[src/rtl/radial_distance_stats_defines.svh]
// Assertion macros for the radial distance statistics block
`ifndef RADIAL_DISTANCE_STATS_DEFINES_SVH
`define RADIAL_DISTANCE_STATS_DEFINES_SVH
`ifndef ASSERT_OFF
// same-cycle implication
`define RDS_ASSERT_IMP(lbl, clk, rst_n, ante, cons, msg) \
    lbl: assert property (@(posedge clk) disable iff (!rst_n) (ante) |-> (cons)) else $error(msg);
// next-cycle implication
`define RDS_ASSERT_NXT(lbl, clk, rst_n, ante, cons, msg) \
    lbl: assert property (@(posedge clk) disable iff (!rst_n) (ante) |=> (cons)) else $error(msg);
`else
`define RDS_ASSERT_IMP(lbl, clk, rst_n, ante, cons, msg)
`define RDS_ASSERT_NXT(lbl, clk, rst_n, ante, cons, msg)
`endif
`endif

[src/rtl/rds_pkg.sv]
// Shared constants and item types of the radial distance statistics block
package rds_pkg;
    localparam int COORD_BITS     = 12;
    localparam int CENTER_W       = 16;
    localparam int DIST_W         = 21;
    localparam int SUM_W          = 31;
    localparam int CIRC_W         = 22;
    localparam int CIRC_SHIFT     = 12;
    localparam int MAX_POINTS_DEF = 1024;
    localparam int FRAC_BITS_DEF  = 8;

    localparam logic [DIST_W-1:0] DIST_MAX = '1;
    localparam logic [SUM_W-1:0]  SUM_MAX  = '1;
    localparam logic [CIRC_W-1:0] CIRC_MAX = '1;

    // register indexes (byte address / 4)
    localparam logic REG_CENTER_X = 1'b0;
    localparam logic REG_CENTER_Y = 1'b1;

    typedef struct packed {
        logic [COORD_BITS-1:0] point_x;
        logic [COORD_BITS-1:0] point_y;
        logic                  last_point;
    } t_in_item;

    typedef struct packed {
        logic [DIST_W-1:0] mean_radius;
        logic [CIRC_W-1:0] circularity;
        logic              radius_zero;
    } t_out_item;
endpackage

[src/rtl/rds_dist.sv]
// Distance unit: bit-serial square-and-add, then digit-by-digit square root
module rds_dist #(
    parameter int FRAC_BITS = rds_pkg::FRAC_BITS_DEF
) (
    input  logic                            i_clk,
    input  logic                            i_rst_n,
    input  logic                            i_start,
    input  logic [rds_pkg::COORD_BITS-1:0]  i_px,
    input  logic [rds_pkg::COORD_BITS-1:0]  i_py,
    input  logic [rds_pkg::CENTER_W-1:0]    i_cx,
    input  logic [rds_pkg::CENTER_W-1:0]    i_cy,
    output logic                            o_done,
    output logic [rds_pkg::DIST_W-1:0]      o_dist
);
    localparam int PW   = rds_pkg::COORD_BITS + 4;
    localparam int DW   = (PW > rds_pkg::CENTER_W) ? PW : rds_pkg::CENTER_W;
    localparam int SW   = 2 * DW + 1;
    localparam int RADW = 2 * rds_pkg::DIST_W;
    localparam int RW0  = SW + 2 * FRAC_BITS;
    localparam int RW   = (RW0 > RADW) ? RW0 : RADW + 1;
    localparam int REMW = rds_pkg::DIST_W + 2;
    localparam int CTW  = $clog2(((DW > rds_pkg::DIST_W) ? DW : rds_pkg::DIST_W) + 1);

    typedef enum logic [1:0] {S_IDLE, S_SQ, S_ROOT} t_state;

    t_state                    r_state;
    logic [DW-1:0]             r_dx, r_dy;
    logic [DW-1:0]             r_mx, r_my;
    logic [SW-1:0]             r_acc;
    logic [RADW-1:0]           r_rad;
    logic [REMW-1:0]           r_rem;
    logic [rds_pkg::DIST_W-1:0] r_root;
    logic [CTW-1:0]            r_cnt;
    logic                      r_done;

    logic [DW-1:0]   n_dx, n_dy, px_w, py_w;
    logic [SW-1:0]   sq_add;
    logic [RW-1:0]   rad_full;
    logic            rad_ovf;
    logic [REMW-1:0] rem_in, trial;

    // absolute offsets in 1/16 units
    assign px_w = DW'({i_px, 4'b0000});
    assign py_w = DW'({i_py, 4'b0000});
    assign n_dx = (px_w >= DW'(i_cx)) ? px_w - DW'(i_cx) : DW'(i_cx) - px_w;
    assign n_dy = (py_w >= DW'(i_cy)) ? py_w - DW'(i_cy) : DW'(i_cy) - py_w;

    // one multiplier bit per cycle, MSB first, both squares together;
    // r_mx/r_my hold the multiplicands while r_dx/r_dy shift out the bits
    assign sq_add = (r_dx[DW-1] ? SW'(r_mx) : '0) + (r_dy[DW-1] ? SW'(r_my) : '0);

    // scale to FRAC_BITS fraction bits on the root; from a radicand of 2^42 up the root saturates
    assign rad_full = (RW'(r_acc) << (2 * FRAC_BITS)) >> 8;
    assign rad_ovf  = |rad_full[RW-1:RADW];

    // one root bit per cycle
    assign rem_in = {r_rem[REMW-3:0], r_rad[RADW-1:RADW-2]};
    assign trial  = {r_root, 2'b01};

    always_ff @(posedge i_clk) begin
        if (!i_rst_n) begin
            r_state <= S_IDLE;
            r_done  <= 1'b0;
        end else begin
            r_done <= 1'b0;
            unique case (r_state)
                S_IDLE: begin
                    if (i_start) begin
                        r_dx    <= n_dx;
                        r_dy    <= n_dy;
                        r_mx    <= n_dx;
                        r_my    <= n_dy;
                        r_acc   <= '0;
                        r_cnt   <= CTW'(DW);
                        r_state <= S_SQ;
                    end
                end
                S_SQ: begin
                    r_acc <= {r_acc[SW-2:0], 1'b0} + sq_add;
                    r_dx  <= {r_dx[DW-2:0], 1'b0};
                    r_dy  <= {r_dy[DW-2:0], 1'b0};
                    r_cnt <= r_cnt - CTW'(1);
                    if (r_cnt == CTW'(1)) begin
                        r_state <= S_ROOT;
                    end
                end
                S_ROOT: begin
                    // first cycle here: load radicand, or finish at once on overflow
                    if (r_cnt == '0) begin
                        if (rad_ovf) begin
                            r_root  <= rds_pkg::DIST_MAX;
                            r_done  <= 1'b1;
                            r_state <= S_IDLE;
                        end else begin
                            r_rad  <= rad_full[RADW-1:0];
                            r_rem  <= '0;
                            r_root <= '0;
                            r_cnt  <= CTW'(rds_pkg::DIST_W);
                            r_acc  <= '1;
                        end
                    end else begin
                        r_rad <= {r_rad[RADW-3:0], 2'b00};
                        if (rem_in >= trial) begin
                            r_rem  <= rem_in - trial;
                            r_root <= {r_root[rds_pkg::DIST_W-2:0], 1'b1};
                        end else begin
                            r_rem  <= rem_in;
                            r_root <= {r_root[rds_pkg::DIST_W-2:0], 1'b0};
                        end
                        r_cnt <= r_cnt - CTW'(1);
                        if (r_cnt == CTW'(1)) begin
                            r_done  <= 1'b1;
                            r_state <= S_IDLE;
                        end
                    end
                end
                default: r_state <= S_IDLE;
            endcase
        end
    end

    assign o_done = r_done;
    assign o_dist = r_root;
endmodule

[config.mk]
export PLATFORM = sky130hd
export DESIGN_NAME = rds_dist
export DESIGN_NICKNAME = d
export VERILOG_FILES = /design/src/rtl/radial_distance_stats_defines.svh /design/src/rtl/rds_pkg.sv /design/src/rtl/rds_dist.sv
export SDC_FILE = /design/constraint.sdc
export NUM_CORES = 1
export LEC_CHECK = 0
export ABC_CLOCK_PERIOD_IN_PS = 3230
export BUFFER_PORTS_ARGS = -buffer_cell sky130_fd_sc_hd__buf_2
export CAP_MARGIN = 20
export CORE_UTILIZATION = 50
export DETAILED_ROUTE_END_ITERATION = 8
export HOLD_SLACK_MARGIN = 0.15
export PLACE_DENSITY = 0.71
export SLEW_MARGIN = 20
export SYNTH_ARGS = -nofsm -noshare
export SYNTH_HDL_FRONTEND = slang
export SYNTH_SLANG_ARGS = --single-unit
[constraint.sdc]
create_clock -name i_clk -period 3.23 [get_ports i_clk]
set_input_delay 0.1615 -clock i_clk [delete_from_list [all_inputs] [get_ports i_clk]]
set_output_delay 0.1615 -clock i_clk [all_outputs]
set_load 0.02 [all_outputs]
==> out/qor.yml, run 1 <==
violations: "setup timing"
initial_utilization: 0.512
cp_cell_sequence: "buf_4 > buf_4 > and2_1 > fa_1 > ha_4 > nand2_2 > a211oi_2 > o211ai_1 > a21oi_4 > o21ai_4 > buf_6 > nor3_4 > xnor2_1 > o21ai_0"
synth_edf_count: 178
grt_use_met3: 0.0251
cts_tree: "yes"
rsz0062_at_grt: "true"
syn_to_final_growth_pct: 19.0
cp-end-kind: "flip-flop"
hold_depth: 2
r2r_setup_slack_ns: -0.22
routabilityCongestion: 0.875
io_pins: 81
synth_top_area_cell: "edfxtp_1"
cts_sinks: 181
reg2reg_from: "r_dx[15]"
drtIter0Drc: 506
multi_input_area_mm2: 0.00649
async_flop_share: 0
min_period_over_period: 1.07
cp_common_cell: "buf_4"
grt_pass1_vias: 8999
clock_latency_ns: 0.43
final_antenna_net_count: 0
worst_slew_pin_slew_ns: 0.786
syn_area_mm2: 0.0121
ys_warn_count: 0
crit_type: "flip-flop to flip-flop"
arrival_ns: 3.59
fin_cells: 1653
dr.pass1.iters: 5
drc: 0
clkTransAtPathRegs_ns: 0.07
ys.flop_type: "edfxtp_1"
met2_usage: 0.376
coreArea_mm2: 0.0235
startpoint_type: "flip-flop"
worst-path-max-fanout: 6
htree_levels: 4
p_leak_nw: 6.05
yosys.cell_types.count: 69
drive_gt1_frac: 0.212
die_area_mm2: 0.0247
setup_viol: 21
cts_root_buf: "clkbuf_16"
fp.dieH_um: 157
dp_hpwl_mm: 17.6
post_drt_wl_per_cell_um: 15.5
slowest_delay_ns: 0.50
cp_top_family: "adder cells"
yosys-top-cells-count: "178 x edfxtp_1, 158 x nand2_1, 93 x inv_1"
grt_use_total: 0.212
cts_inserted_buffers: 17
ir_drop_v: 0.000325
io_buffer_count: 80
cpMaxStageDelayCell: "edfxtp_1"
synth-seq-area-share: 0.448
ys_seq_elements: 181
use_met1: 0.265
status: "complete, but fails checks"
viasPerCell: 5.45
p_per_area_mw_per_mm2: 544
drv_slew: 0
post-route-min-period_ns: 3.45
n_fill_cell: 1917
fin_skew_ns: 0.00961
worst_slack_ns: -0.221
top_usage_layer: "met2"
timing.critical_path.buf_inv: 3
hp-start: "i_cx[2]"
grt_pass1_wl_mm: 42.0
wl_mm: 25.7
r2r-end: "r_acc[25]"
grt_overflow_total: 0
yosysMostFrequentCell: "edfxtp_1"
synthTopCellsByArea: "edfxtp_1 44%, ha_1 9.5%, nand2_1 4.9%"
die_x_um: 157
n_antenna_cell: 0
maxSlewHeadroom: 0.474
synthCells: 1177
grt_max_degree: 68
register_area_mm2: 0.00541
antenna_found_initial: 0
via_count: 9002
power_mw: 7.81
std_cell_rows: 56
clockBufferDepth: 2
reg2reg_depth: 14
finalHoldViolCount: 0
synth_top_area_frac: 0.443
cap_violations: 0
hold_path_class: "input port to flip-flop"
dp_cells: 1590
synth_fp_nets: 1346
fmax_mhz: 290
fin_nets: 1491
worst_ep_required_time_ns: 3.37
synth_area_per_cell_um2: 10.2
min_to: "r_mx[2]"
==> metrics by stage <==
stage / area, um2 / hold slack [ns] / TNS [ns] / utilization / worst slack [ns]
finish: 14400 / 0.157 / -2.79 / 0.610 / -0.221
global route: 14400 / 0.164 / -5.28 / 0.610 / -0.360
CTS: 14100 / 0.154 / -0.748 / 0.599 / -0.0910
detailed placement: 13100 / 0.412 / -3.94 / 0.558 / -0.373
global placement: 13100 / 0.410 / -1.57 / 0.558 / -0.169
floorplan: 12100 / 0.260 / -0.00586 / - / -0.00586
==> how the worst max path moves through the flow <==
stage                         from         to  cells after the start
after global placement    r_dx[15]  r_acc[31]                     13
after floorplan           r_dx[15]  r_acc[13]                     13
after global routing      r_dx[15]  r_acc[25]                     14
final                     r_dx[15]  r_acc[25]                     14
after detailed placement  r_dx[15]  r_acc[27]                     13
after CTS                 r_dy[15]  r_acc[32]                     13
==> routing by layer <==
metal	vias to the layer above	part of all wire
met1	4298	0.44
met2	205	0.51
li1	4453	-
met4	0	0.022
met3	46	0.031
met5	-	0
==> layout by cell type (no fill, tap or decap), types with 5 or more instances in the layout <==
cell type      netlist  layout
and2_1              41      31
edfxtp_1           178     178
a211oi_1            11       9
ha_4                 0       7
xor2_1              25      25
o31a_1               6       6
clkbuf_16            0      17
o21a_1              14      13
nand3_1             17      16
a31oi_1              9       9
a21oi_1             60      53
inv_1               93      92
o21ai_1              3       9
nand2b_1            11      10
and3_1              14      13
ha_1                92      82
mux2_2              30      30
nor2b_1             21      19
buf_6                1       5
xnor2_1             47      47
fa_1                18      16
buf_12               1       5
mux2i_1             26      26
dlygate4sd3_1        0       8
a21o_1              27      27
o21ai_0             59      51
nor3_1              15      10
buf_2                3      80
nor2_1              86      84
and2_4               0       9
buf_4                1      68
nand2_1            158     157
==> cell type report <==
class                   count  area share
clock buffers              18      0.0299
flip-flops and latches    181       0.377
clock inverters            13     0.00915
repair buffers            166      0.0799
well taps                 319      0.0278
inverters                  93      0.0243
multi-input cells         863       0.452
==> kinds of logic after synthesis <==
family / share of synthesized area
adder cells (fa/ha/maj): 0.125
flip-flops: 0.448
multiplexers: 0.0509
XOR/XNOR: 0.0523
AO/OA/AOI/OAI: 0.130
AND/OR/NAND/NOR: 0.149
buffers and inverters: 0.0440
==> state kept, by name, indices dropped and copies added (netlist names), 16 cells and up <==
| name | flops |
|---|---|
| o_dist | 21 |
| r_dy | 16 |
| r_rad | 34 |
| r_acc | 33 |
| r_dx | 16 |
| r_rem | 21 |
| r_my | 16 |
| r_mx | 16 |
==> where the power goes <==
part	switching (mW)	internal, mW	total (mW)
clock network	0.896	1.13	2.03
logic	1.41	1.30	2.71
registers	0.133	2.93	3.06
==> what timing repair did <==
item	CTS	global route
gates cloned	1	0
buffers inserted	12	11
endpoints found under the hold margin	9	0
setup endpoints to repair	21	31
hold buffers	8	0
resized for setup	48	27
pin swaps	35	24
Power figures use the tool's default switching activity.
==> run 2: changes to the inputs <==
--- a/config.mk
+++ b/config.mk
@@ -5,13 +5,13 @@
 export SDC_FILE = /design/constraint.sdc
 export NUM_CORES = 1
 export LEC_CHECK = 0
-export ABC_CLOCK_PERIOD_IN_PS = 3230
+export ABC_CLOCK_PERIOD_IN_PS = 3800
 export BUFFER_PORTS_ARGS = -buffer_cell sky130_fd_sc_hd__buf_2
 export CAP_MARGIN = 20
 export CORE_UTILIZATION = 50
 export DETAILED_ROUTE_END_ITERATION = 8
 export HOLD_SLACK_MARGIN = 0.15
-export PLACE_DENSITY = 0.71
+export PLACE_DENSITY = 0.68
 export SLEW_MARGIN = 20
 export SYNTH_ARGS = -nofsm -noshare
 export SYNTH_HDL_FRONTEND = slang
==> constraint.sdc (replaced) <==
create_clock -name i_clk -period 3.8 [get_ports i_clk]
set_input_delay 0.19 -clock i_clk [delete_from_list [all_inputs] [get_ports i_clk]]
set_output_delay 0.19 -clock i_clk [all_outputs]
set_load 0.02 [all_outputs]
==> run 2 against run 1 <==
Effect of this change:
- the flow now finishes without violations
- flip-flop and latch count unchanged
- routed wire length decreased by 12%
- cell count decreased by 3.7%
- combinational power decreased by 35%
- critical path type unchanged
- largest cell class unchanged
- largest power group unchanged
==> out/qor.yml, run 2 (synthesized netlist as in run 1, its figures left out) <==
final_cell_mix: "178 x edfxtp_1, 158 x nand2_1, 92 x inv_1, 92 x ha_1, 86 x nor2_1"
startpoint_type: "flip-flop"
p_leak_nw: 5.63  # -6.9%
worst_slack_ns: 0.214  # +0.435 ns
status: "finished clean"
clock_latency_ns: 0.43  # about the same
drtIter0Drc: 480  # -5.1%
cts_root_buf: "clkbuf_16"
io_pins: 81  # unchanged
grt_max_degree: 78  # +15%
fmax_mhz: 279  # -3.8%
drive_gt1_frac: 0.140  # -0.0723
slowest_delay_ns: 0.51  # about the same
dp_slack_ns: 0.0177  # +0.390 ns
cts_inserted_buffers: 17  # unchanged
finalHoldViolCount: 0  # unchanged
clkTransAtPathRegs_ns: 0.07  # about the same
arrival_ns: 3.73  # +0.14 ns
dr.pass1.iters: 5  # unchanged
fin_skew_ns: 0.00727  # -0.00234 ns
top_register: "r_rad"
cap_violations: 0  # unchanged
drv_slew: 0  # unchanged
fin_nets: 1429  # -4.2%
grt_pass1_wl_mm: 38.5  # -8.3%
grt_use_total: 0.195  # -0.0178
wl_mm: 22.5  # -12%
syn_to_final_growth_pct: 11.8
fp.dieH_um: 157  # unchanged
die_x_um: 157  # unchanged
cts_tree: "yes"
cts_sinks: 181  # unchanged
dp_hpwl_mm: 16.5  # -6.5%
cp_common_cell: "o22ai_1"
io_buffer_count: 80  # unchanged
largest_reg_flops: 34  # unchanged
viasPerCell: 5.32  # -2.2%
worst-path-max-fanout: 8  # +2
via_count: 8475  # -5.9%
std_cell_rows: 56  # unchanged
rsz0062_at_grt: "false"
die_area_mm2: 0.0247  # unchanged
cp_cell_sequence: "buf_2 > and2_1 > fa_1 > ha_1 > inv_1 > o22ai_1 > o22ai_1 > a2bb2oi_1 > o31a_2 > nor4b_1 > xnor2_1 > o21ai_0"
p_per_area_mw_per_mm2: 451  # -17%
htree_levels: 4  # unchanged
initial_utilization: 0.512  # unchanged
biggestRegsByFlops: "r_rad: 34 flops, r_acc: 33 flops"
cpMaxStageDelayCell: "edfxtp_1"
grt_overflow_total: 0  # unchanged
min_period_over_period: 0.944  # -0.125
cp-end-kind: "flip-flop"
antenna_found_initial: 0  # unchanged
maxSlewHeadroom: 0.326  # -0.148
hold_path_class: "input port to flip-flop"
layout_commonest_cell: "edfxtp_1"
coreArea_mm2: 0.0235  # unchanged
crit_type: "flip-flop to flip-flop"
grt_pass1_vias: 8196  # -8.9%
post-route-min-period_ns: 3.59  # +0.135 ns
post_drt_wl_per_cell_um: 14.1  # -8.9%
worst_slew_pin_slew_ns: 1.01  # +0.225 ns
ir_drop_v: 0.000344  # +5.8%
n_antenna_cell: 0  # unchanged
setup_viol: 0  # -100%
routabilityCongestion: 0.897  # +2.5%
worst_ep_required_time_ns: 3.95  # +0.58 ns
finalSetupTns_ns: 0  # +2.79 ns
drc: 0  # unchanged
clockBufferDepth: 2  # unchanged
final_antenna_net_count: 0  # unchanged
## run 2: what timing repair did
action                                  CTS  global route
hold buffers                              7             0
endpoints found under the setup margin    0            15
gates resized for setup                   0             6
hold endpoints to repair                  8             0
setup buffers                             0             5
## run 2: worst paths after layout
| check | startpoint | to | slack, ns | cells past startpoint |
|---|---|---|---|---|
| setup / recovery | r_dx[15] | r_acc[32] | 0.21 | 12 |
| hold / removal | i_cy[3] | r_my[3] | 0.17 | 2 |
| setup reg to reg | r_dx[15] | r_acc[32] | 0.21 | 12 |
| hold reg to reg | r_rad[26] | r_rad[28] | 0.52 | 2 |
## run 2: layout make-up
| cell class | instances | area (um2) |
|---|---|---|
| sequential | 181 | 5410 |
| timing repair buffer | 104 | 596 |
| tap | 319 | 399 |
| fill | 2062 | 10100 |
| inverter | 93 | 349 |
| clock inverter | 15 | 155 |
| multi-input combinational | 863 | 6150 |
| clock buffer | 17 | 425 |
## run 2: critical path: cells and delay by family (launching register included)
kind / cells / cell delay, ns
xor gates and xnor gates: 1 / 0.15
and+or+nand+nor: 2 / 0.53
DFF: 1 / 0.51
AOI/OAI and AO/OA: 5 / 1.02
adders and majority gates: 2 / 0.80
buffers and inverters: 2 / 0.28
## run 2: metal layers
| metal | wire length [um] | up-vias | GRT usage | share of wire |
|---|---|---|---|---|
| met4 | 250 | 0 | 0.0559 | 0.011 |
| met5 | 0 | - | 0 | 0 |
| li1 | - | 4317 | - | - |
| met1 | 10500 | 3993 | 0.249 | 0.46 |
| met3 | 727 | 19 | 0.0322 | 0.032 |
| met2 | 11100 | 146 | 0.337 | 0.49 |
## run 2: per-stage QoR
| stage | instances | total power [mW] | util | hold slack, ns | instance area (um2) |
|---|---|---|---|---|---|
| detailed placement | 1548 | 4.34 | 0.543 | 0.445 | 12800 |
| CTS | 1587 | 6.10 | 0.570 | 0.155 | 13400 |
| floorplan | 1177 | 3.96 | - | 0.289 | 12100 |
| finish | 1592 | 6.08 | 0.573 | 0.167 | 13500 |
| global route | 1592 | 6.44 | 0.573 | 0.169 | 13500 |
| global placement | 1548 | 4.31 | 0.543 | 0.438 | 12800 |
## run 2: power breakdown
group	switching (mW)	total, mW	leakage, nW	internal (mW)
registers	0.105	2.59	1.68	2.49
logic	0.975	1.75	3.68	0.772
clock network	0.770	1.74	0.273	0.971
total	1.85	6.08	5.63	4.23
==> run 3: changes to the inputs <==
--- a/config.mk
+++ b/config.mk
@@ -8,6 +8,7 @@
 export ABC_CLOCK_PERIOD_IN_PS = 3800
 export BUFFER_PORTS_ARGS = -buffer_cell sky130_fd_sc_hd__buf_2
 export CAP_MARGIN = 20
+export CORE_ASPECT_RATIO = 0.8
 export CORE_UTILIZATION = 50
 export DETAILED_ROUTE_END_ITERATION = 8
 export HOLD_SLACK_MARGIN = 0.15
==> run 3 against run 2 <==
Effect of this change:
- count of clock-buffer cells in the layout unchanged
- first-iteration DRC count is 25% higher
- cell count shrank 0.19%
- total power grew 3.4%
- via count rose by 1.4%
- setup slack improved by 0.061 ns
- largest cell class unchanged
==> out/qor.yml, run 3 (synthesized netlist as in run 1, its figures left out) <==
fin_skew_ns: 0.0150  # +0.00775 ns
fin_hold_ws_ns: 0.173  # +0.00619 ns
wl_mm: 24.4  # +8.3%
top_usage_layer: "met1"
setup_viol: 0  # unchanged
htree_levels: 4  # unchanged
coreArea_mm2: 0.0235  # about the same
top_register: "r_rad"
syn_to_final_growth_pct: 12.4
hold_depth: 2  # unchanged
min_to: "r_my[3]"
viasPerCell: 5.41  # +1.5%
slowest_delay_ns: 0.48  # -0.03 ns
reg2reg_depth: 13  # +1
power_mw: 6.29  # +3.4%
initial_utilization: 0.513  # about the same
grt_max_degree: 78  # unchanged
use_met1: 0.306  # +0.0563
startpoint_type: "flip-flop"
hp-start: "i_cy[3]"
post-route-min-period_ns: 3.52  # -0.0614 ns
final_cell_mix: "178 x edfxtp_1, 158 x nand2_1, 93 x inv_1"
clock_latency_ns: 0.43  # about the same
worst_slew_pin_slew_ns: 1.03  # +0.0191 ns
rsz0062_at_grt: "false"
r2r_setup_slack_ns: 0.28  # +0.06 ns
worst_slack_ns: 0.276  # +0.0614 ns
cap_violations: 0  # unchanged
p_per_area_mw_per_mm2: 464  # +2.9%
dp_hpwl_mm: 17.7  # +7.3%
biggestRegsByFlops: "r_rad: 34 flops, r_acc: 33 flops"
n_antenna_cell: 0  # unchanged
status: "finished clean"
worst_ep_required_time_ns: 3.94  # about the same
cts_inserted_buffers: 17  # unchanged
die_area_mm2: 0.0247  # about the same
finalHoldViolCount: 0  # unchanged
drive_gt1_frac: 0.144  # +0.00426
arrival_ns: 3.66  # -0.07 ns
min_period_over_period: 0.927  # -0.0162
cts_sinks: 181  # unchanged
p_leak_nw: 5.68  # +0.91%
grt_use_total: 0.202  # +0.00772
clockBufferDepth: 2  # unchanged
clkTransAtPathRegs_ns: 0.07  # about the same
fin_nets: 1434  # +0.35%
maxSlewHeadroom: 0.313  # -0.0127
finalSetupTns_ns: 0  # unchanged
reg2reg_from: "r_dy[15]"
hold_path_class: "input port to flip-flop"
cpMaxStageDelayCell: "edfxtp_1"
cp_top_family: "adder cells"
largest_reg_flops: 34  # unchanged
cp_cell_sequence: "and2_1 > fa_1 > ha_1 > inv_1 > fa_1 > nand2b_1 > a21oi_1 > o221ai_2 > a21oi_2 > o21ai_2 > nor3_1 > xnor2_1 > o21ai_0"
met2_usage: 0.296  # -0.0417
via_count: 8590  # +1.4%
grt_pass1_vias: 8129  # -0.82%
cp_common_cell: "fa_1"
dp_slack_ns: 0.0509  # +0.0332 ns
drtIter0Drc: 602  # +25%
grt_pass1_wl_mm: 40.3  # +4.6%
timing.critical_path.buf_inv: 1  # -1
post_drt_wl_per_cell_um: 15.3  # +8.5%
fp.dieH_um: 141  # -10%
grt_use_met3: 0.0423  # +0.0101
io_pins: 81  # unchanged
worst-path-max-fanout: 7  # -1
cts_tree: "yes"
dr.pass1.iters: 5  # unchanged
antenna_found_initial: 1  # +1
n_fill_cell: 2036  # -1.3%
ir_drop_v: 0.000362  # +5.2%
final_antenna_net_count: 0  # unchanged
fmax_mhz: 284  # +1.7%
cts_root_buf: "clkbuf_16"
drv_slew: 0  # unchanged
crit_type: "flip-flop to flip-flop"
layout_commonest_cell: "edfxtp_1"
grt_overflow_total: 0  # unchanged
cp-end-kind: "flip-flop"
drc: 0  # unchanged
io_buffer_count: 80  # unchanged
die_x_um: 176  # +12%
routabilityCongestion: 0.870  # -2.9%
std_cell_rows: 50  # -11%
r2r-end: "r_acc[29]"
run 3: metal layers:
metal | routed length, um | vias to the layer above
met1 | 12800 | 4045
met2 | 10200 | 199
li1 | - | 4330
met4 | 217 | 2
met3 | 1130 | 14
met5 | 8 | -
run 3: what timing repair did:
action,in CTS,in global routing
hold buffers,5,0
setup endpoints to repair,0,13
resized for setup,0,6
endpoints found under the hold margin,7,0
setup buffers,0,5
run 3: power breakdown:
part           leakage [nW]  internal [mW]  switching, mW
Clock                 0.296           1.11          0.787
Sequential             1.68           2.49          0.110
Combinational          3.71          0.783           1.01
Total                  5.68           4.38           1.91
run 3: worst max path at each step:
stage / startpoint / endpoint / cells after the start
after floorplan: r_dx[15] / r_acc[32] / 12
after global placement: r_dy[15] / r_acc[25] / 13
after detailed placement: r_dy[15] / r_acc[29] / 13
after CTS: r_dy[15] / r_acc[29] / 13
after global routing: r_dy[15] / r_acc[13] / 13
final: r_dy[15] / r_acc[29] / 13
run 3: stage by stage:
| stage | cell area (um2) | utilization | instances |
|---|---|---|---|
| 2_1_floorplan | 12100 | - | 1177 |
| 4_1_cts | 13500 | 0.574 | 1584 |
| 3_3_place_gp | 12800 | 0.545 | 1548 |
| 3_5_place_dp | 12800 | 0.545 | 1548 |
| 5_1_grt | 13600 | 0.576 | 1589 |
| 6_report | 13600 | 0.576 | 1589 |
run 3: layout make-up:
cell class | count | area (um2) | share of cell area
tap | 312 | 390 | 0.0288
clock inverter | 14 | 201 | 0.0149
inverter | 93 | 349 | 0.0258
clock buffer | 17 | 425 | 0.0314
multi-input combinational | 863 | 6160 | 0.454
sequential | 181 | 5410 | 0.399
timing repair buffer | 109 | 628 | 0.0463
