$ cat src/rtl/radial_distance_stats_defines.svh
// Assertion macros for the radial distance statistics block
`ifndef RADIAL_DISTANCE_STATS_DEFINES_SVH
`define RADIAL_DISTANCE_STATS_DEFINES_SVH
`ifndef ASSERT_OFF
// same-cycle implication
`define RDS_ASSERT_IMP(lbl, clk, rst_n, ante, cons, msg) \
    lbl: assert property (@(posedge clk) disable iff (!rst_n) (ante) |-> (cons)) else $error(msg);
// next-cycle implication
`define RDS_ASSERT_NXT(lbl, clk, rst_n, ante, cons, msg) \
    lbl: assert property (@(posedge clk) disable iff (!rst_n) (ante) |=> (cons)) else $error(msg);
`else
`define RDS_ASSERT_IMP(lbl, clk, rst_n, ante, cons, msg)
`define RDS_ASSERT_NXT(lbl, clk, rst_n, ante, cons, msg)
`endif
`endif

$ cat src/rtl/rds_div.sv
// Shared restoring divider, one quotient bit per cycle
module rds_div #(
    parameter int DVD_W = 50,
    parameter int DVR_W = 21
) (
    input  logic             i_clk,
    input  logic             i_rst_n,
    input  logic             i_start,
    input  logic [DVD_W-1:0] i_dividend,
    input  logic [DVR_W-1:0] i_divisor,
    output logic             o_done,
    output logic [DVD_W-1:0] o_quot
);
    localparam int CTW = $clog2(DVD_W + 1);

    logic             r_busy, r_done;
    logic [CTW-1:0]   r_cnt;
    logic [DVD_W-1:0] r_q;
    logic [DVR_W-1:0] r_rem, r_dvr;
    logic [DVR_W:0]   part;

    assign part = {r_rem, r_q[DVD_W-1]};

    always_ff @(posedge i_clk) begin
        if (!i_rst_n) begin
            r_busy <= 1'b0;
            r_done <= 1'b0;
        end else begin
            r_done <= 1'b0;
            if (!r_busy) begin
                if (i_start) begin
                    r_q    <= i_dividend;
                    r_dvr  <= i_divisor;
                    r_rem  <= '0;
                    r_cnt  <= CTW'(DVD_W);
                    r_busy <= 1'b1;
                end
            end else begin
                if (part >= {1'b0, r_dvr}) begin
                    r_rem <= DVR_W'(part - {1'b0, r_dvr});
                    r_q   <= {r_q[DVD_W-2:0], 1'b1};
                end else begin
                    r_rem <= part[DVR_W-1:0];
                    r_q   <= {r_q[DVD_W-2:0], 1'b0};
                end
                r_cnt <= r_cnt - CTW'(1);
                if (r_cnt == CTW'(1)) begin
                    r_busy <= 1'b0;
                    r_done <= 1'b1;
                end
            end
        end
    end

    assign o_done = r_done;
    assign o_quot = r_q;
endmodule

$ cat config.mk
export PLATFORM = sky130hd
export DESIGN_NAME = rds_div
export DESIGN_NICKNAME = d
export VERILOG_FILES = /design/src/rtl/radial_distance_stats_defines.svh /design/src/rtl/rds_div.sv
export SDC_FILE = /design/constraint.sdc
export NUM_CORES = 1
export LEC_CHECK = 0
export BUFFER_PORTS_ARGS = -buffer_cell sky130_fd_sc_hd__buf_2
export CAP_MARGIN = 10
export CORE_AREA = 2 2 106 108
export CTS_CLUSTER_DIAMETER = 120
export DETAILED_ROUTE_END_ITERATION = 16
export DIE_AREA = 0 0 108 110
export GPL_ROUTABILITY_DRIVEN = 0
export HOLD_SLACK_MARGIN = 0.12
export PLACE_DENSITY = 0.74
export SLEW_MARGIN = 20
export SYNTH_ARGS = -nofsm -noshare
export SYNTH_HDL_FRONTEND = slang
export SYNTH_SLANG_ARGS = --single-unit
$ cat constraint.sdc
create_clock -name i_clk -period 4.49 [get_ports i_clk]
set_clock_uncertainty 0.05 [all_clocks]
set_input_delay 0.449 -clock i_clk [delete_from_list [all_inputs] [get_ports i_clk]]
set_output_delay 0.449 -clock i_clk [all_outputs]
set_load 0.05 [all_outputs]
==> results of run 1 <==
## worst register-to-register path, stage by stage, from the launching register on
cell and delay (ns):
sky130_fd_sc_hd__edfxtp_1 0.41, sky130_fd_sc_hd__inv_1 0.08, sky130_fd_sc_hd__ha_1 0.17, sky130_fd_sc_hd__inv_1 0.06, sky130_fd_sc_hd__fa_1 0.43, sky130_fd_sc_hd__a211oi_1 0.41, sky130_fd_sc_hd__o21ai_1 0.16, sky130_fd_sc_hd__a32oi_1 0.29
sky130_fd_sc_hd__and2_4 0.25, sky130_fd_sc_hd__a21o_1 0.55, sky130_fd_sc_hd__nor4_1 0.14, sky130_fd_sc_hd__nand3b_1 0.18
## registers in the layout (all words and copies together) (netlist names)
signal / cells
r_dvr: 21
r_busy: 1
r_cnt: 6
r_rem: 21
o_done: 1
o_quot: 50
## cells in the mapped netlist, types with 3 or more instances
library cell / n
sky130_fd_sc_hd__mux2_2: 49
sky130_fd_sc_hd__nand2_1: 37
sky130_fd_sc_hd__inv_1: 29
sky130_fd_sc_hd__nor2_1: 26
sky130_fd_sc_hd__a21o_1: 10
sky130_fd_sc_hd__or3_1: 3
sky130_fd_sc_hd__o21a_1: 3
sky130_fd_sc_hd__xnor2_1: 13
sky130_fd_sc_hd__o21ai_0: 11
sky130_fd_sc_hd__nor3_1: 4
sky130_fd_sc_hd__o211ai_1: 3
sky130_fd_sc_hd__edfxtp_1: 98
sky130_fd_sc_hd__a211oi_1: 9
sky130_fd_sc_hd__a21oi_1: 34
sky130_fd_sc_hd__nand4_1: 3
sky130_fd_sc_hd__o21ai_1: 3
sky130_fd_sc_hd__clkbuf_1: 11
sky130_fd_sc_hd__ha_1: 23
sky130_fd_sc_hd__nand3_1: 10
sky130_fd_sc_hd__buf_2: 3
sky130_fd_sc_hd__o21bai_1: 4
sky130_fd_sc_hd__and3_1: 3
## kinds of logic after synthesis
| kind of cell | after synthesis | share of synthesized area |
|---|---|---|
| adder cells (fa/ha/maj) | 24 | 0.0584 |
| flip-flops | 100 | 0.566 |
| AND/OR/NAND/NOR | 102 | 0.0959 |
| AO/OA/AOI/OAI | 92 | 0.111 |
| buffers and inverters | 48 | 0.0392 |
| multiplexers | 49 | 0.105 |
| XOR/XNOR | 15 | 0.0249 |
## worst max-delay path by stage
stage	endpoint	slack (ns)	cells past startpoint
3_5_place_dp	r_rem[19]	1.10	11
3_3_place_gp	r_rem[19]	1.22	11
4_1_cts	r_rem[19]	1.08	11
6_report	r_rem[19]	1.08	11
2_1_floorplan	o_quot[0]	1.04	4
5_1_grt	r_rem[19]	0.89	11
## layer usage
layer / share of wire / vias to the layer above / global-route usage
met4: 0.016 / 0 / 0.0879
met5: 0 / - / 0
li1: - / 1831 / -
met2: 0.48 / 144 / 0.311
met1: 0.41 / 1806 / 0.246
met3: 0.092 / 13 / 0.0741
## area by class of cell
| type | instances | area, µm² | share of cell area |
|---|---|---|---|
| timing repair buffer | 127 | 656 | 0.106 |
| tap | 140 | 175 | 0.0282 |
| sequential | 100 | 2980 | 0.481 |
| multi-input combinational | 282 | 2090 | 0.337 |
| clock buffer | 9 | 124 | 0.0200 |
| inverter | 30 | 113 | 0.0181 |
| clock inverter | 6 | 63.8 | 0.0103 |
## report_power, final
group          internal [W]  switching [W]  leakage [nW]  total, W
clock network      0.000256       0.000315        0.0935  0.000570
registers           0.00112      0.0000478         0.945   0.00117
logic              0.000220       0.000386          1.49  0.000606
total               0.00160       0.000749          2.53   0.00235
## metrics by stage
step / cell area (µm²) / hold WS, ns / power [W] / utilization
after floorplan: 5270 / 0.498 / 0.00165 / -
after global placement: 6000 / 0.502 / 0.00178 / 0.561
after detailed placement: 6000 / 0.507 / 0.00179 / 0.561
after CTS: 6190 / 0.176 / 0.00236 / 0.578
after global routing: 6210 / 0.172 / 0.00245 / 0.580
final: 6210 / 0.193 / 0.00235 / 0.580
==> run_summary.xml, run 1 <==
<?xml version="1.0" encoding="UTF-8"?>
<metrics>
  <group name="outcome">
    <metric name="run_status" unit="">complete, no violations</metric>
  </group>
  <group name="setup_path">
    <metric name="timing.critical_path.required" unit="ns">4.58</metric>
    <metric name="critPathKind" unit="">flop to flop</metric>
    <metric name="critical_path.max_fanout" unit="">19</metric>
    <metric name="critical_path.n_buffers_inverters" unit="">2</metric>
    <metric name="critical_path.cell_chain" unit="">inv_1 -&gt; ha_1 -&gt; inv_1 -&gt; fa_1 -&gt; a211oi_1 -&gt; o21ai_1 -&gt; a32oi_1 -&gt; and2_4 -&gt; a21o_1 -&gt; nor4_1 -&gt; nand3b_1</metric>
    <metric name="rr_worst_depth" unit="">11</metric>
    <metric name="r2r_start" unit="">o_quot[49]</metric>
    <metric name="worst_setup_path_start_kind" unit="">flop</metric>
    <metric name="critical_path.most_common_cell" unit="">sky130_fd_sc_hd__inv_1</metric>
    <metric name="critical-path-max-stage-delay" unit="ns">0.55</metric>
    <metric name="timing.critical_path.max_delay_family" unit="">compound AO/OA/AOI/OAI gates</metric>
    <metric name="crit_path_top_delay_cell" unit="">sky130_fd_sc_hd__a21o_1</metric>
    <metric name="timing.rr.end" unit="">r_rem[19]</metric>
    <metric name="critical_path.endpoint_type" unit="">flop</metric>
    <metric name="arrival" unit="ns">3.50</metric>
    <metric name="crit_start" unit="">o_quot[49]</metric>
    <metric name="timing.reg2reg.setup_slack" unit="ns">1.08</metric>
  </group>
  <group name="worst_hold_path">
    <metric name="timing.hold.worst_path_depth" unit="">1</metric>
    <metric name="terminating_pin_of_the_worst_hold_path" unit="">r_dvr[12]</metric>
    <metric name="holdCritPathClass" unit="">input port to flop</metric>
    <metric name="hold_crit_start" unit="">i_divisor[12]</metric>
  </group>
  <group name="synthesis">
    <metric name="synthesized_nets" unit="">528</metric>
    <metric name="synth_area_leaders" unit="">sky130_fd_sc_hd__edfxtp_1, sky130_fd_sc_hd__mux2_2, sky130_fd_sc_hd__ha_1</metric>
    <metric name="synth-seq-cells" unit="">100</metric>
    <metric name="synth.cell_area" unit="mm²">0.00527</metric>
    <metric name="yosysTopAreaCell" unit="">sky130_fd_sc_hd__edfxtp_1</metric>
    <metric name="ys_dominant_reg_cell" unit="">sky130_fd_sc_hd__edfxtp_1</metric>
    <metric name="synth_largest_type_area_fraction" unit="">0.558</metric>
    <metric name="synth.lib_cells_used.distinct" unit="">52</metric>
    <metric name="synth-seq-area-share" unit="">0.566</metric>
    <metric name="syn_area_per_cell" unit="µm²">12.3</metric>
    <metric name="synth-warning-count" unit="">0</metric>
    <metric name="synth_edf_count" unit="">98</metric>
    <metric name="synth_cells" unit="">430</metric>
    <metric name="asyncSetResetFlopFracSynth" unit="">0</metric>
  </group>
  <group name="die">
    <metric name="placementRows" unit="">38</metric>
    <metric name="width_of_the_die" unit="µm">108</metric>
    <metric name="chip_height" unit="µm">110</metric>
    <metric name="floorplan.core_area" unit="mm²">0.0107</metric>
    <metric name="initial_core_util" unit="">0.493</metric>
    <metric name="dieArea" unit="mm²">0.0119</metric>
    <metric name="io-pin-count" unit="">125</metric>
  </group>
  <group name="global_routing">
    <metric name="initial_antenna_violation_count" unit="">0</metric>
    <metric name="via_count_of_the_first_global_routing_pass" unit="">3834</metric>
    <metric name="grt_remaining_overflow" unit="">0</metric>
    <metric name="grt_start_max_net_pins" unit="">78</metric>
    <metric name="grt_pass1_wl" unit="µm">18100</metric>
    <metric name="grt_use_total" unit="">0.198</metric>
  </group>
  <group name="route">
    <metric name="wl_per_cell" unit="µm">16.3</metric>
    <metric name="drt_pass1_iterations" unit="">4</metric>
    <metric name="drt_drc_violations_left" unit="">0</metric>
    <metric name="final_wl" unit="µm">11300</metric>
    <metric name="via_to_cell_ratio" unit="">5.47</metric>
    <metric name="dr.first_iter.drc_count" unit="">149</metric>
    <metric name="drtAntennaViolNets" unit="">0</metric>
    <metric name="number_of_vias_after_detailed_routing" unit="">3794</metric>
  </group>
  <group name="final_layout">
    <metric name="final_cell_mix" unit="">sky130_fd_sc_hd__buf_2, sky130_fd_sc_hd__edfxtp_1, sky130_fd_sc_hd__mux2_2</metric>
    <metric name="synthToLayoutAreaGrowth" unit="%">17.8</metric>
    <metric name="fraction_of_final_layout_cells_sized_beyond_drive_strength_1" unit="">0.363</metric>
    <metric name="filler_cell_count" unit="">931</metric>
    <metric name="layout_commonest_cell" unit="">sky130_fd_sc_hd__buf_2</metric>
    <metric name="antennaDiodeCount" unit="">0</metric>
    <metric name="final_nets" unit="">648</metric>
    <metric name="final_cell_count_no_fill" unit="">694</metric>
  </group>
  <group name="place">
    <metric name="dpl.hpwl" unit="µm">8080</metric>
    <metric name="io_buffer_count" unit="">124</metric>
    <metric name="post-place-ws" unit="ns">1.10</metric>
    <metric name="placedCellCount" unit="">678</metric>
  </group>
  <group name="pwr">
    <metric name="peakVddDrop" unit="V">0.000275</metric>
    <metric name="total_power_density_per_cell_area" unit="mW/mm²">378</metric>
    <metric name="leak" unit="nW">2.53</metric>
  </group>
  <group name="clocking">
    <metric name="post_cts_buffers" unit="">0</metric>
    <metric name="cts.sink_count" unit="">100</metric>
    <metric name="clk_pin_slew" unit="ns">0.10</metric>
    <metric name="worstSkewPairLatency" unit="ns">0.38</metric>
    <metric name="tritoncts" unit="">yes</metric>
    <metric name="cts_root_buf" unit="">sky130_fd_sc_hd__clkbuf_8</metric>
    <metric name="cts_resized" unit="">0</metric>
    <metric name="clk_path_buf_depth" unit="">2</metric>
    <metric name="numCtsBuffers" unit="">9</metric>
    <metric name="h-tree-depth" unit="">3</metric>
    <metric name="post_cts_hold_buffer_count" unit="">0</metric>
  </group>
  <group name="timing">
    <metric name="timing.final.hold_violations" unit="">0</metric>
    <metric name="finalWorstPathRequiredPeriod" unit="ns">3.41</metric>
    <metric name="max_slew.worst_pin.slew" unit="ns">0.795</metric>
    <metric name="max_freq" unit="GHz">0.293</metric>
    <metric name="finalSetupViolCount" unit="">0</metric>
    <metric name="setup-tns-final" unit="ns">0</metric>
    <metric name="report.final.slew_viol_count" unit="">0</metric>
    <metric name="worst_slack" unit="ns">1.08</metric>
    <metric name="worst_max_slew_margin_expressed_relative_to_the_limit" unit="">0.470</metric>
    <metric name="unrepaired_setup_endpoints_after_global_routing" unit="">false</metric>
    <metric name="period_share" unit="">0.760</metric>
  </group>
  <group name="flow_run">
    <metric name="maxCapViolCount" unit="">0</metric>
  </group>
</metrics>
No activity file was read; power rests on OpenSTA's default activity.
==> run 2, diff against run 1 <==
==> constraint.sdc (replaced) <==
create_clock -name i_clk -period 3.46 [get_ports i_clk]
set_clock_uncertainty 0.05 [all_clocks]
set_input_delay 0.346 -clock i_clk [delete_from_list [all_inputs] [get_ports i_clk]]
set_output_delay 0.346 -clock i_clk [all_outputs]
set_load 0.05 [all_outputs]
==> run 2 against run 1 <==
Net effect:
- clock power up 32%
- critical path type unchanged
- fmax is 12% higher
- sequential power is 29% higher
- via count grew 2.7%
- cell area up 4.0%
- largest cell class unchanged
==> run_summary.xml, run 2 (synthesized netlist as in run 1, its figures left out) <==
<?xml version="1.0" encoding="UTF-8"?>
<metrics>
  <group name="setup_path">
    <metric name="critical_path.max_fanout" unit="">10</metric>
    <metric name="timing.rr.end" unit="">r_rem[14]</metric>
    <metric name="arrival" unit="ns">3.10</metric>
    <metric name="timing.reg2reg.setup_slack" unit="ns">0.43</metric>
    <metric name="timing.critical_path.required" unit="ns">3.53</metric>
    <metric name="r2r_start" unit="">o_quot[49]</metric>
    <metric name="critPathKind" unit="">flop to flop</metric>
    <metric name="worst_setup_path_start_kind" unit="">flop</metric>
    <metric name="crit_start" unit="">o_quot[49]</metric>
    <metric name="rr_worst_depth" unit="">12</metric>
    <metric name="crit_end" unit="">r_rem[14]</metric>
    <metric name="critical_path.endpoint_type" unit="">flop</metric>
  </group>
  <group name="place">
    <metric name="placed_area" unit="mm²">0.00602</metric>
    <metric name="io_buffer_count" unit="">124</metric>
    <metric name="placedCellCount" unit="">681</metric>
    <metric name="dpl.hpwl" unit="µm">8330</metric>
  </group>
  <group name="pwr">
    <metric name="peakVddDrop" unit="V">0.000344</metric>
    <metric name="total_power_density_per_cell_area" unit="mW/mm²">478</metric>
    <metric name="relative_contribution_of_the_clock_network_to_total_power" unit="">0.244</metric>
    <metric name="combinational_cell_fraction_of_total_power" unit="">0.267</metric>
    <metric name="design_power_total" unit="W">0.00309</metric>
    <metric name="sequential_share_of_power" unit="">0.489</metric>
    <metric name="p_switching" unit="W">0.000982</metric>
    <metric name="switching_share" unit="">0.318</metric>
    <metric name="leak" unit="nW">2.64</metric>
    <metric name="internal_power" unit="W">0.00211</metric>
  </group>
  <group name="die">
    <metric name="width_of_the_die" unit="µm">108</metric>
    <metric name="chip_height" unit="µm">110</metric>
    <metric name="initial_core_util" unit="">0.493</metric>
    <metric name="floorplan.core_area" unit="mm²">0.0107</metric>
    <metric name="io-pin-count" unit="">125</metric>
    <metric name="dieArea" unit="mm²">0.0119</metric>
    <metric name="placementRows" unit="">38</metric>
  </group>
  <group name="clocking">
    <metric name="numCtsBuffers" unit="">9</metric>
    <metric name="h-tree-depth" unit="">3</metric>
    <metric name="worstSkewPairLatency" unit="ns">0.38</metric>
    <metric name="post_cts_hold_buffer_count" unit="">21</metric>
    <metric name="tritoncts" unit="">yes</metric>
    <metric name="cts_root_buf" unit="">sky130_fd_sc_hd__clkbuf_8</metric>
    <metric name="clk_pin_slew" unit="ns">0.10</metric>
    <metric name="cts_resized" unit="">0</metric>
    <metric name="clk_path_buf_depth" unit="">2</metric>
    <metric name="post_cts_buffers" unit="">0</metric>
    <metric name="cts.sink_count" unit="">100</metric>
  </group>
  <group name="timing">
    <metric name="max_slew.worst_pin.slew" unit="ns">0.681</metric>
    <metric name="timing.final.hold_violations" unit="">0</metric>
    <metric name="period_share" unit="">0.877</metric>
    <metric name="setup-tns-final" unit="ns">0</metric>
    <metric name="unrepaired_setup_endpoints_after_global_routing" unit="">false</metric>
    <metric name="max_freq" unit="GHz">0.330</metric>
    <metric name="worst_max_slew_margin_expressed_relative_to_the_limit" unit="">0.545</metric>
    <metric name="report.final.slew_viol_count" unit="">0</metric>
    <metric name="finalSetupViolCount" unit="">0</metric>
    <metric name="finalWorstPathRequiredPeriod" unit="ns">3.03</metric>
  </group>
  <group name="outcome">
    <metric name="run_status" unit="">complete, no violations</metric>
  </group>
  <group name="route">
    <metric name="number_of_vias_after_detailed_routing" unit="">3895</metric>
    <metric name="drt_pass1_iterations" unit="">4</metric>
    <metric name="dr.first_iter.drc_count" unit="">227</metric>
    <metric name="drt_drc_violations_left" unit="">0</metric>
    <metric name="wl_per_cell" unit="µm">16.0</metric>
    <metric name="final_wl" unit="µm">11500</metric>
    <metric name="drtAntennaViolNets" unit="">0</metric>
    <metric name="via_to_cell_ratio" unit="">5.42</metric>
  </group>
  <group name="global_routing">
    <metric name="initial_antenna_violation_count" unit="">0</metric>
    <metric name="grt_remaining_overflow" unit="">0</metric>
    <metric name="grt_use_total" unit="">0.196</metric>
    <metric name="grt_start_max_net_pins" unit="">78</metric>
    <metric name="grt_pass1_wl" unit="µm">17900</metric>
    <metric name="via_count_of_the_first_global_routing_pass" unit="">3829</metric>
  </group>
  <group name="final_layout">
    <metric name="final_cell_mix" unit="">sky130_fd_sc_hd__buf_2, sky130_fd_sc_hd__edfxtp_1, sky130_fd_sc_hd__mux2_2</metric>
    <metric name="largest_register_ff_count" unit="">50</metric>
    <metric name="multi_input_area" unit="mm²">0.00209</metric>
    <metric name="filler_cell_count" unit="">871</metric>
    <metric name="antennaDiodeCount" unit="">0</metric>
    <metric name="fin_area" unit="mm²">0.00645</metric>
    <metric name="final_util" unit="">0.603</metric>
    <metric name="layout_commonest_cell" unit="">sky130_fd_sc_hd__buf_2</metric>
    <metric name="final_nets" unit="">672</metric>
    <metric name="final_cell_count_no_fill" unit="">719</metric>
    <metric name="area.sequential" unit="mm²">0.00298</metric>
    <metric name="fraction_of_final_layout_cells_sized_beyond_drive_strength_1" unit="">0.352</metric>
    <metric name="synthToLayoutAreaGrowth" unit="%">22.4</metric>
  </group>
  <group name="worst_hold_path">
    <metric name="holdCritPathClass" unit="">input port to flop</metric>
  </group>
  <group name="flow_run">
    <metric name="maxCapViolCount" unit="">0</metric>
  </group>
</metrics>
[run 2: worst min path at each step]
stage                  start         to  slack [ns]  depth (start not counted)
2_1_floorplan   i_divisor[0]   r_dvr[0]        0.39                          0
3_3_place_gp   i_divisor[11]  r_dvr[11]        0.48                          1
3_5_place_dp    i_divisor[6]   r_dvr[6]        0.47                          1
4_1_cts              i_rst_n     r_busy        0.19                          3
5_1_grt        i_dividend[4]  o_quot[4]        0.19                          2
6_report             i_rst_n     r_busy        0.20                          3
[run 2: worst max-delay path, stage by stage, from the launching register on]
cell	delay [ns]
sky130_fd_sc_hd__edfxtp_1	0.42
sky130_fd_sc_hd__inv_1	0.08
sky130_fd_sc_hd__ha_1	0.15
sky130_fd_sc_hd__inv_1	0.06
sky130_fd_sc_hd__fa_1	0.42
sky130_fd_sc_hd__a211oi_1	0.40
sky130_fd_sc_hd__o21ai_1	0.16
sky130_fd_sc_hd__a32oi_1	0.27
sky130_fd_sc_hd__and2_4	0.24
sky130_fd_sc_hd__a21o_1	0.14
sky130_fd_sc_hd__buf_4	0.18
sky130_fd_sc_hd__or3b_1	0.13
sky130_fd_sc_hd__a21oi_1	0.06
[run 2: power groups by stage]
stage	clock network (W)	registers (W)	logic (W)
5_1_grt	0.000813	0.00152	0.000893
3_5_place_dp	0	0.00154	0.000798
6_report	0.000754	0.00151	0.000824
2_1_floorplan	0	0.00169	0.000458
4_1_cts	0.000768	0.00151	0.000820
3_3_place_gp	0	0.00153	0.000784
[run 2: stage by stage]
stage,hold WS (ns),setup slack (ns)
finish,0.204,0.425
floorplan,0.395,0.00713
global route,0.191,0.239
global placement,0.476,0.533
detailed placement,0.474,0.461
CTS,0.188,0.435
[run 2: layout make-up]
cell class,count,share of cell area
sequential,100,0.462
inverter,30,0.0174
clock inverter,5,0.00950
tap,140,0.0271
timing repair buffer,151,0.139
clock buffer,11,0.0204
multi-input combinational,282,0.324
[run 2: metal layers]
metal  vias up  track usage  share of wire
met5         -            0              0
met4         0       0.0714          0.015
met3        14       0.0623          0.080
met2       162        0.318           0.48
met1      1832        0.250           0.43
li1       1887            -              -
==> run 3, diff against run 2 <==
--- a/config.mk
+++ b/config.mk
@@ -7,13 +7,15 @@
 export LEC_CHECK = 0
 export BUFFER_PORTS_ARGS = -buffer_cell sky130_fd_sc_hd__buf_2
 export CAP_MARGIN = 10
-export CORE_AREA = 2 2 106 108
+export CELL_PAD_IN_SITES_DETAIL_PLACEMENT = 0
+export CELL_PAD_IN_SITES_GLOBAL_PLACEMENT = 1
+export CORE_AREA = 2 2 114 116
 export CTS_CLUSTER_DIAMETER = 120
 export DETAILED_ROUTE_END_ITERATION = 16
-export DIE_AREA = 0 0 108 110
+export DIE_AREA = 0 0 116 118
 export GPL_ROUTABILITY_DRIVEN = 0
 export HOLD_SLACK_MARGIN = 0.12
-export PLACE_DENSITY = 0.74
+export PLACE_DENSITY_LB_ADDON = 0.1
 export SLEW_MARGIN = 20
 export SYNTH_ARGS = -nofsm -noshare
 export SYNTH_HDL_FRONTEND = slang
==> run 3 against run 2 <==
Net effect:
- sequential power is essentially flat
- final cell count grew 4.3%
- critical path depth is the same
- clock power is 37% higher
- highest routed layer unchanged
- die area up 15%
- register-to-register slack worse by 0.04 ns
- via count down 2.6%
- wire length increased by 2.1%
- sequential cell count is the same
- worst hold slack lost 0.062 ns
- critical endpoint is now r_rem[19]
==> run_summary.xml, run 3 (synthesized netlist as in run 1, its figures left out) <==
<?xml version="1.0" encoding="UTF-8"?>
<metrics>
  <group name="route">
    <metric name="top_signal_layer_used" unit="">met4</metric>
    <metric name="via_to_cell_ratio" unit="">5.06</metric>
    <metric name="number_of_vias_after_detailed_routing" unit="">3795</metric>
    <metric name="dr.first_iter.drc_count" unit="">202</metric>
    <metric name="drtAntennaViolNets" unit="">0</metric>
    <metric name="drt_drc_violations_left" unit="">0</metric>
    <metric name="final_wl" unit="µm">11800</metric>
    <metric name="detail_route.wirelength.met1" unit="µm">5440</metric>
    <metric name="total_length_of_routed_met3_wires" unit="µm">863</metric>
    <metric name="wl_per_cell" unit="µm">15.7</metric>
    <metric name="dr_wl_met2" unit="µm">5360</metric>
    <metric name="drt_pass1_iterations" unit="">4</metric>
  </group>
  <group name="clocking">
    <metric name="worstSkewPairLatency" unit="ns">0.35</metric>
    <metric name="cts_root_buf" unit="">sky130_fd_sc_hd__clkbuf_16</metric>
    <metric name="cts.sink_count" unit="">100</metric>
    <metric name="clk_path_buf_depth" unit="">2</metric>
    <metric name="tritoncts" unit="">yes</metric>
    <metric name="numCtsBuffers" unit="">9</metric>
    <metric name="clk_pin_slew" unit="ns">0.07</metric>
    <metric name="post_cts_buffers" unit="">0</metric>
    <metric name="h-tree-depth" unit="">3</metric>
  </group>
  <group name="timing">
    <metric name="worst_max_slew_margin_expressed_relative_to_the_limit" unit="">0.497</metric>
    <metric name="timing.final.hold_violations" unit="">0</metric>
    <metric name="finalSetupViolCount" unit="">0</metric>
    <metric name="max_slew.worst_pin.slew" unit="ns">0.752</metric>
    <metric name="unrepaired_setup_endpoints_after_global_routing" unit="">false</metric>
    <metric name="finalWorstPathRequiredPeriod" unit="ns">3.07</metric>
    <metric name="period_share" unit="">0.888</metric>
    <metric name="setup-tns-final" unit="ns">0</metric>
    <metric name="report.final.slew_viol_count" unit="">0</metric>
    <metric name="max_freq" unit="GHz">0.326</metric>
  </group>
  <group name="global_routing">
    <metric name="grt_use_total" unit="">0.180</metric>
    <metric name="initial_antenna_violation_count" unit="">0</metric>
    <metric name="grt_start_max_net_pins" unit="">64</metric>
    <metric name="via_count_of_the_first_global_routing_pass" unit="">3871</metric>
    <metric name="grt_pass1_wl" unit="µm">19000</metric>
    <metric name="grt_remaining_overflow" unit="">0</metric>
  </group>
  <group name="pwr">
    <metric name="p_switching" unit="W">0.00103</metric>
    <metric name="internal_power" unit="W">0.00233</metric>
    <metric name="switching_share" unit="">0.307</metric>
    <metric name="relative_contribution_of_the_clock_network_to_total_power" unit="">0.306</metric>
    <metric name="total_power_density_per_cell_area" unit="mW/mm²">512</metric>
    <metric name="sequential_share_of_power" unit="">0.448</metric>
    <metric name="leak" unit="nW">2.68</metric>
    <metric name="peakVddDrop" unit="V">0.000322</metric>
    <metric name="combinational_cell_fraction_of_total_power" unit="">0.245</metric>
  </group>
  <group name="setup_path">
    <metric name="critical_path.max_fanout" unit="">10</metric>
    <metric name="timing.critical_path.required" unit="ns">3.51</metric>
    <metric name="arrival" unit="ns">3.12</metric>
    <metric name="critical_path.endpoint_type" unit="">flop</metric>
    <metric name="critPathKind" unit="">flop to flop</metric>
    <metric name="worst_setup_path_start_kind" unit="">flop</metric>
  </group>
  <group name="final_layout">
    <metric name="synthToLayoutAreaGrowth" unit="%">24.6</metric>
    <metric name="largest_register_ff_count" unit="">50</metric>
    <metric name="final_nets" unit="">671</metric>
    <metric name="fraction_of_final_layout_cells_sized_beyond_drive_strength_1" unit="">0.353</metric>
    <metric name="final_cell_mix" unit="">sky130_fd_sc_hd__buf_2, sky130_fd_sc_hd__edfxtp_1, sky130_fd_sc_hd__mux2_2</metric>
    <metric name="antennaDiodeCount" unit="">0</metric>
    <metric name="final_util" unit="">0.529</metric>
    <metric name="layout_commonest_cell" unit="">sky130_fd_sc_hd__buf_2</metric>
  </group>
  <group name="die">
    <metric name="placementRows" unit="">41</metric>
    <metric name="io-pin-count" unit="">125</metric>
    <metric name="width_of_the_die" unit="µm">116</metric>
    <metric name="floorplan.core_area" unit="mm²">0.0124</metric>
    <metric name="initial_core_util" unit="">0.425</metric>
    <metric name="dieArea" unit="mm²">0.0137</metric>
    <metric name="chip_height" unit="µm">118</metric>
  </group>
  <group name="worst_hold_path">
    <metric name="holdCritPathClass" unit="">input port to flop</metric>
  </group>
  <group name="flow_run">
    <metric name="maxCapViolCount" unit="">0</metric>
  </group>
  <group name="place">
    <metric name="dpl.hpwl" unit="µm">8200</metric>
    <metric name="io_buffer_count" unit="">124</metric>
  </group>
  <group name="outcome">
    <metric name="run_status" unit="">complete, no violations</metric>
  </group>
</metrics>
==> run 3: worst paths after layout <==
path,cells after the start,slack (ns),startpoint,to
max,12,0.39,o_quot[49],r_rem[19]
min,1,0.14,i_divisor[15],r_dvr[15]
max reg2reg,12,0.39,o_quot[49],r_rem[19]
min reg2reg,1,0.52,r_busy,r_cnt[1]
==> run 3: stage by stage <==
stage	worst slack [ns]	instances	cell area, µm²	total power, W	hold slack (ns)
5_1_grt	0.136	750	6570	0.00352	0.130
4_1_cts	0.402	750	6570	0.00340	0.132
3_5_place_dp	0.407	714	6070	0.00234	0.474
2_1_floorplan	0.00713	430	5270	0.00215	0.395
6_report	0.388	750	6570	0.00336	0.142
3_3_place_gp	0.500	714	6070	0.00233	0.472
==> run 3: area by class of cell <==
class,instances,area [µm²]
multi-input combinational,282,2090
clock inverter,7,73.8
sequential,100,2980
fill,1128,5840
clock buffer,9,225
inverter,30,113
tap,172,215
timing repair buffer,150,866
==> run 3: layer usage <==
layer  global-route usage  vias up
li1                     -     1877
met1                0.237     1800
met2                0.274      109
met3               0.0742        9
met4               0.0446        0
met5                    0        -
==> run 3: what timing repair did <==
item,CTS,global route
hold buffers,20,0
gates resized for setup,0,0
endpoints found under the hold margin,20,0
==> run 3: worst max-delay path, stage by stage (launching register included) <==
cell	delay, ns
sky130_fd_sc_hd__edfxtp_1	0.40
sky130_fd_sc_hd__inv_1	0.08
sky130_fd_sc_hd__ha_1	0.16
sky130_fd_sc_hd__inv_1	0.05
sky130_fd_sc_hd__fa_1	0.42
sky130_fd_sc_hd__a211oi_1	0.40
sky130_fd_sc_hd__o21ai_1	0.16
sky130_fd_sc_hd__a32oi_1	0.30
sky130_fd_sc_hd__and2_4	0.25
sky130_fd_sc_hd__a21o_1	0.15
sky130_fd_sc_hd__buf_4	0.18
sky130_fd_sc_hd__nor4_1	0.07
sky130_fd_sc_hd__nand3b_1	0.16
==> run 3: power by group through the flow <==
stage | combinational (W) | sequential (W) | clock [W]
final | 0.000825 | 0.00151 | 0.00103
after global routing | 0.000898 | 0.00152 | 0.00111
after CTS | 0.000828 | 0.00151 | 0.00107
after detailed placement | 0.000807 | 0.00153 | 0
after global placement | 0.000804 | 0.00153 | 0
after floorplan | 0.000458 | 0.00169 | 0
